### src/sv/sts_pkg.sv
// Package: shared types, constants and segment tables for the serializer.
`default_nettype none
package sts_pkg;

  localparam int FRAME_BITS = 24;
  localparam int CNT_W      = $clog2(FRAME_BITS + 1);

  localparam logic [9:0] MAX_VALUE  = 10'd999;
  localparam logic [9:0] BLANK_CODE = 10'd10;
  localparam logic [3:0] BLANK_DIG  = 4'd10;

  typedef struct packed {
    logic       blank;
    logic [3:0] hund;
    logic [6:0] rem;
  } digit_split_t;

  typedef struct packed {
    logic seg;
    logic last;
  } cell_data_t;

  function automatic logic [7:0] hund_seg(input logic [3:0] d);
    logic [7:0] s;
    case (d)
      4'd0:    s = 8'h3F;
      4'd1:    s = 8'h0C;
      4'd2:    s = 8'h5B;
      4'd3:    s = 8'h5E;
      4'd4:    s = 8'h6C;
      4'd5:    s = 8'h76;
      4'd6:    s = 8'hF7;
      4'd7:    s = 8'h1C;
      4'd8:    s = 8'hFF;
      4'd9:    s = 8'hFE;
      default: s = 8'h00;
    endcase
    return s;
  endfunction

  function automatic logic [7:0] tens_seg(input logic [3:0] d);
    logic [7:0] s;
    case (d)
      4'd0:    s = 8'h7E;
      4'd1:    s = 8'h30;
      4'd2:    s = 8'h6D;
      4'd3:    s = 8'h79;
      4'd4:    s = 8'h33;
      4'd5:    s = 8'h5B;
      4'd6:    s = 8'h5F;
      4'd7:    s = 8'h70;
      4'd8:    s = 8'hFF;
      4'd9:    s = 8'h7B;
      default: s = 8'h00;
    endcase
    return s;
  endfunction

  function automatic logic [7:0] ones_seg(input logic [3:0] d);
    logic [7:0] s;
    case (d)
      4'd0:    s = 8'h7F;
      4'd1:    s = 8'h30;
      4'd2:    s = 8'hEC;
      4'd3:    s = 8'hF8;
      4'd4:    s = 8'hB2;
      4'd5:    s = 8'hDA;
      4'd6:    s = 8'hDE;
      4'd7:    s = 8'h70;
      4'd8:    s = 8'hFF;
      4'd9:    s = 8'hFA;
      default: s = 8'h00;
    endcase
    return s;
  endfunction

endpackage
`default_nettype wire

### src/sv/three_digit_seven_segment_serializer.sv
// Top level: digit split, segment lookup and the 24-cell output shift chain.
//
// Each accepted value becomes a 24-bit segment frame (hundreds byte lowest)
// that leaves as 24 result transactions, least significant bit first, with
// out_last_bit set on the final one. Values above 999 show 999; the value 10
// blanks all digits. A value is registered in the input stage, then is
// loaded into the shift chain when the chain is empty or its last bit is
// being taken, so with out_ready held high and a value waiting a new frame
// follows with no gap; the chain shifts one bit per cycle while out_ready is high.
`default_nettype none
module three_digit_seven_segment_serializer (
  input  wire logic       clk,
  input  wire logic       rst_n,
  input  wire logic       in_valid,
  output logic            in_ready,
  input  wire logic [9:0] in_display_value,
  output logic            out_valid,
  input  wire logic       out_ready,
  output logic            out_serial_bit,
  output logic            out_last_bit
);

  localparam int NB = sts_pkg::FRAME_BITS;
  localparam int CW = sts_pkg::CNT_W;

  logic                  split_valid;
  sts_pkg::digit_split_t split_data;
  logic                  load, shift;
  logic [CW-1:0]         cnt_r, cnt_nxt;
  logic [14:0]           tprod;
  logic [3:0]            tens, ones, hd, td, od;
  logic [6:0]            ones_full;
  logic [NB-1:0]         frame;
  sts_pkg::cell_data_t   cell_q [NB+1];

  sts_split u_split (
    .clk              (clk),
    .rst_n            (rst_n),
    .in_valid         (in_valid),
    .in_ready         (in_ready),
    .in_display_value (in_display_value),
    .take             (load),
    .split_valid      (split_valid),
    .split_data       (split_data)
  );

  assign out_valid = (cnt_r != '0);
  assign load  = split_valid && ((cnt_r == '0) || ((cnt_r == CW'(1)) && out_ready));
  assign shift = out_valid && out_ready;

  always_comb begin
    tprod     = 15'(split_data.rem) * 15'd205;
    tens      = tprod[14:11];
    ones_full = split_data.rem - 7'(tens) * 7'd10;
    ones      = ones_full[3:0];
    hd = split_data.blank ? sts_pkg::BLANK_DIG : split_data.hund;
    td = split_data.blank ? sts_pkg::BLANK_DIG : tens;
    od = split_data.blank ? sts_pkg::BLANK_DIG : ones;
    frame = {sts_pkg::ones_seg(od), sts_pkg::tens_seg(td), sts_pkg::hund_seg(hd)};
    cnt_nxt = cnt_r;
    if (load) begin
      cnt_nxt = CW'(NB);
    end else if (shift) begin
      cnt_nxt = cnt_r - CW'(1);
    end
  end

  always_ff @(posedge clk) begin
    if (!rst_n) begin
      cnt_r <= '0;
    end else begin
      cnt_r <= cnt_nxt;
    end
  end

  assign cell_q[NB] = '{seg: 1'b0, last: 1'b0};

  for (genvar k = 0; k < NB; k++) begin : g_cell
    sts_pkg::cell_data_t ld;
    assign ld.seg  = frame[k];
    assign ld.last = (k == NB - 1);
    sts_cell u_cell (
      .clk       (clk),
      .load      (load),
      .shift     (shift),
      .load_data (ld),
      .next_data (cell_q[k+1]),
      .data      (cell_q[k])
    );
  end

  assign out_serial_bit = cell_q[0].seg;
  assign out_last_bit   = cell_q[0].last;

  a_last_on_final: assert property (@(posedge clk) disable iff (!rst_n)
    out_valid |-> (out_last_bit == (cnt_r == CW'(1))))
    else $error("last flag out of step with bit count");

  a_cnt_range: assert property (@(posedge clk) disable iff (!rst_n)
    cnt_r <= CW'(NB))
    else $error("bit count above frame length");

  a_load_full: assert property (@(posedge clk) disable iff (!rst_n)
    load |=> (cnt_r == CW'(NB)))
    else $error("frame load did not set full count");

endmodule
`default_nettype wire

### src/sv/sts_split.sv
// Input stage: saturate the value, flag the blank code and split off the hundreds digit.
`default_nettype none
module sts_split (
  input  wire logic                 clk,
  input  wire logic                 rst_n,
  input  wire logic                 in_valid,
  output logic                      in_ready,
  input  wire logic [9:0]           in_display_value,
  input  wire logic                 take,
  output logic                      split_valid,
  output sts_pkg::digit_split_t     split_data
);

  logic                  valid_r, valid_nxt;
  sts_pkg::digit_split_t data_r, data_nxt;
  logic [9:0]            sat;
  logic [15:0]           hprod;
  logic [3:0]            hund;
  logic [9:0]            rem_full;

  assign in_ready = !valid_r || take;

  always_comb begin
    sat      = (in_display_value > sts_pkg::MAX_VALUE) ? sts_pkg::MAX_VALUE
                                                       : in_display_value;
    hprod    = 16'(sat) * 16'd41;
    hund     = hprod[15:12];
    rem_full = sat - 10'(hund) * 10'd100;
    data_nxt.blank = (sat == sts_pkg::BLANK_CODE);
    data_nxt.hund  = hund;
    data_nxt.rem   = rem_full[6:0];
    valid_nxt = valid_r;
    if (in_valid && in_ready) begin
      valid_nxt = 1'b1;
    end else if (take) begin
      valid_nxt = 1'b0;
    end
  end

  always_ff @(posedge clk) begin
    if (!rst_n) begin
      valid_r <= 1'b0;
    end else begin
      valid_r <= valid_nxt;
    end
  end

  always_ff @(posedge clk) begin
    if (in_valid && in_ready) begin
      data_r <= data_nxt;
    end
  end

  assign split_valid = valid_r;
  assign split_data  = data_r;

endmodule
`default_nettype wire

### src/sv/sts_cell.sv
// Shift cell: one frame bit and its last flag, loaded in parallel or shifted.
`default_nettype none
module sts_cell (
  input  wire logic               clk,
  input  wire logic               load,
  input  wire logic               shift,
  input  wire sts_pkg::cell_data_t load_data,
  input  wire sts_pkg::cell_data_t next_data,
  output sts_pkg::cell_data_t     data
);

  sts_pkg::cell_data_t data_r, data_nxt;

  always_comb begin
    data_nxt = data_r;
    if (load) begin
      data_nxt = load_data;
    end else if (shift) begin
      data_nxt = next_data;
    end
  end

  always_ff @(posedge clk) begin
    data_r <= data_nxt;
  end

  assign data = data_r;

endmodule
`default_nettype wire

### config.mk
export PLATFORM = sky130hd
export DESIGN_NAME = three_digit_seven_segment_serializer
export DESIGN_NICKNAME = d
export VERILOG_FILES = /design/src/sv/sts_pkg.sv /design/src/sv/three_digit_seven_segment_serializer.sv /design/src/sv/sts_split.sv /design/src/sv/sts_cell.sv
export SDC_FILE = /design/constraint.sdc
export NUM_CORES = 1
export LEC_CHECK = 0
export BUFFER_PORTS_ARGS = -buffer_cell sky130_fd_sc_hd__buf_4
export CORE_MARGIN = 1
export CORE_UTILIZATION = 65
export CTS_BUF_LIST = sky130_fd_sc_hd__clkbuf_16
export DETAILED_ROUTE_END_ITERATION = 12
export HOLD_SLACK_MARGIN = 0.12
export PLACE_DENSITY = 0.83
export SLEW_MARGIN = 10
export SYNTH_ARGS = -nofsm -noshare
export SYNTH_HDL_FRONTEND = slang
export SYNTH_SLANG_ARGS = --single-unit
export TNS_END_PERCENT = 30
### constraint.sdc
create_clock -name clk -period 10.9 [get_ports clk]
set_clock_uncertainty 0.15 [all_clocks]
set_input_delay 0.545 -clock clk [delete_from_list [all_inputs] [get_ports clk]]
set_output_delay 0.545 -clock clk [all_outputs]
set_load 0.02 [all_outputs]
==> summary.txt <==
Run status
  – Status: finished clean

Critical path
  – CP Capture Type: register
  – CP max FO: 7
  – Worst EP required: 10.82 ns
  – CP arrival: 5.34 ns
  – Setup CP Type: input port to register
  – Startpoint Class: input port

Job
  – Max-Cap Viols: 0

Logic synthesis
  – Mapped cell area: 5300 sq um
  – Yosys warnings: 0
  – Synth area leaders: ha_1 (22%), edfxtp_1 (20%), dfxtp_1 (11%)
  – Sequential share of the synthesized area: 31.8%
  – Mean post-synth cell area: 9.32 sq um
  – Post-synth ARST share: 0%
  – Cells after Synth: 568
  – Synth top area share: 21.7%
  – Ys flop type: edfxtp_1
  – Syn nets: 687
  – Seq cells post-synth: 66
  – Synth unique cells: 61
  – Post-synth EDFFs: 36
  – Dominant cell type by area after synthesis: ha_1

Global routing
  – GRT Total Usage: 27.3%
  – First-pass GRT wire length: 18.0 mm
  – Largest net degree at the start of global routing: 39
  – Vias in the first global route: 4073
  – Global route total overflow: 0
  – Initial antenna violation count: 0

Clock network
  – Root Buffer: clkbuf_16
  – Worst skew pair latency: 0.33 ns
  – Hold-fix buffers at CTS: 0
  – CTS resizes: 0
  – Clock-pin slew on the worst setup and hold paths: 0.06 ns
  – H-tree depth: 3
  – Max Buffers Root-to-Sink: 2
  – TritonCTS Sinks: 66
  – Total CTS buffers: 9
  – TritonCTS clock tree: built
  – Postcts setup bufs: 0

Floorplanning
  – Io pins: 18
  – Die Wd: 92.3 microns
  – DIE HEIGHT: 92.3 microns
  – Total die area: 8510 sq um
  – Initial core utilization: 67.8%
  – Std-Cell Core Area: 7810 sq um
  – Number of cell rows: 32

Routing
  – Final WL: 10.6 mm
  – Routed Antenna Nets: 0
  – Routed vias/inst: 5.90
  – First-pass DRT Iterations: 5
  – DRC Markers: 0
  – Drt wl/cell: 15.5 microns
  – Detailed-route via count: 4019
  – Initial drt markers: 276

Finish
  – Fill count: 550
  – FF+latch area: 1680 sq um
  – Ant diodes: 0
  – Share of layout cells above drive strength 1: 9.50%
  – Commonest non-fill, non-tap cell in the layout: ha_1
  – Nets: 693
  – Most frequent cells in the layout: ha_1 (92), nand2_1 (84), inv_1 (61)
  – Multi-input logic area: 3260 sq um
  – Area Growth Syn to Fin: 8.62%
  – Layout Utilization: 73.7%

Timing
  – Pins Over Slew Limit: 0
  – RSZ-0062 raised after global routing: no
  – Fin worst setup slack: 5.47 ns
  – Fin. Hold Viols: 0
  – Setup TNS: 0 ns
  – Crit share post-route: 49.8%
  – Final setup violation count: 0
  – WHS: 0.296 ns
  – Slew headroom: 25.2%
  – FMAX: 0.184 GHz
  – Worst Max-Slew Pin Slew: 1.12 ns
  – Tmin final: 5.43 ns

Worst hold path
  – Hold Path Class: register to register

Place
  – Buffers on Ports: 17
  – Placed wire-length estimate: 8.09 mm
  – GPL Wtd Cong: 0.946
  – Pre-CTS worst setup slack: 5.17 ns
-- path summary, 6_finish.rpt --
kind                            slack, ns                startpoint                        end  cells past startpoint
worst max-delay path                 5.47       in_display_value[6]      u_split.split_data[6]                     24
worst min-delay path                 0.30  g_cell[8].u_cell.data[0]   g_cell[7].u_cell.data[0]                      2
worst max register to register       5.68     u_split.split_data[3]  g_cell[18].u_cell.data[1]                     14
worst min register to register       0.30  g_cell[8].u_cell.data[0]   g_cell[7].u_cell.data[0]                      2
-- sequential cells by signal, indices dropped and copies added, names as in the netlist --
signal,count
u_split.split_data,12
cnt_r,5
g_cell.u_cell.data,48
u_split.split_valid,1
-- per-layer routing --
metal / global-route usage [%] / vias to the layer above / share of wire, %
li1: - / 1982 / -
met1: 32.6 / 1908 / 44
met2: 48.4 / 110 / 51
met3: 5.64 / 19 / 3.8
met4: 9.51 / 0 / 1.6
met5: 0 / - / 0
-- layout make-up --
class | count | share of cell area [%]
clock inverters | 6 | 1.20
inverters | 62 | 4.05
flip-flops and latches | 66 | 29.2
well taps | 102 | 2.22
clock buffers | 10 | 4.35
multi-input cells | 417 | 56.6
repair buffers | 18 | 2.35
-- worst max-delay path, cell delays in order --
cell and delay (ns):
buf_4 0.12, nand4_1 0.12, o21ai_0 0.42, clkinv_1 0.32, ha_1 0.38, inv_1 0.06
fa_1 0.50, inv_1 0.04, ha_1 0.30, ha_1 0.21, a21o_1 0.18, a21oi_1 0.13
o31ai_1 0.10, a21o_1 0.22, a21oi_1 0.23, o21bai_1 0.11, xor2_1 0.16, ha_1 0.28
inv_1 0.04, ha_1 0.30, o21ai_0 0.09, o21bai_1 0.07, mux2i_1 0.16, xnor3_1 0.25
-- through the flow --
step	instance area (sq um)	instances
after floorplan	5300	568
after global placement	5430	665
after detailed placement	5430	665
after CTS	5750	681
after global routing	5750	681
final	5750	681
-- logic make-up (layout without fill, tap and decap cells) --
group           Yosys count  in the layout  share of synthesized area, %
fa+ha+maj               105            105                          26.7
buf+inv                  85             96                          6.76
xor+xnor                 20             20                          4.21
simple gates            168            168                          15.1
flops                    66             66                          31.8
compound gates          117            117                          14.2
mux                       7              7                          1.32
-- synth_stat cells (all sizes together) (3+ instances only) --
library cell and n:
mux2i 7, nand4 4, nand2 84, buf 6, clkbuf 17, a32o 3
nand2b 5, nand3 15, o21bai 4, xnor2 10, o21ai 17, a21oi 57
xor2 8, dfxtp 30, nor3 5, inv 61, fa 13, nor4 3
or2 6, a211oi 3, ha 92, nor2 22, nand4b 4, o31ai 4
edfxtp 36, a21o 7, nor2b 7, a32oi 3, and2 7
Power is not shown: default switching activity piles up to over one toggle a cycle in this logic, so the estimate is an artifact.
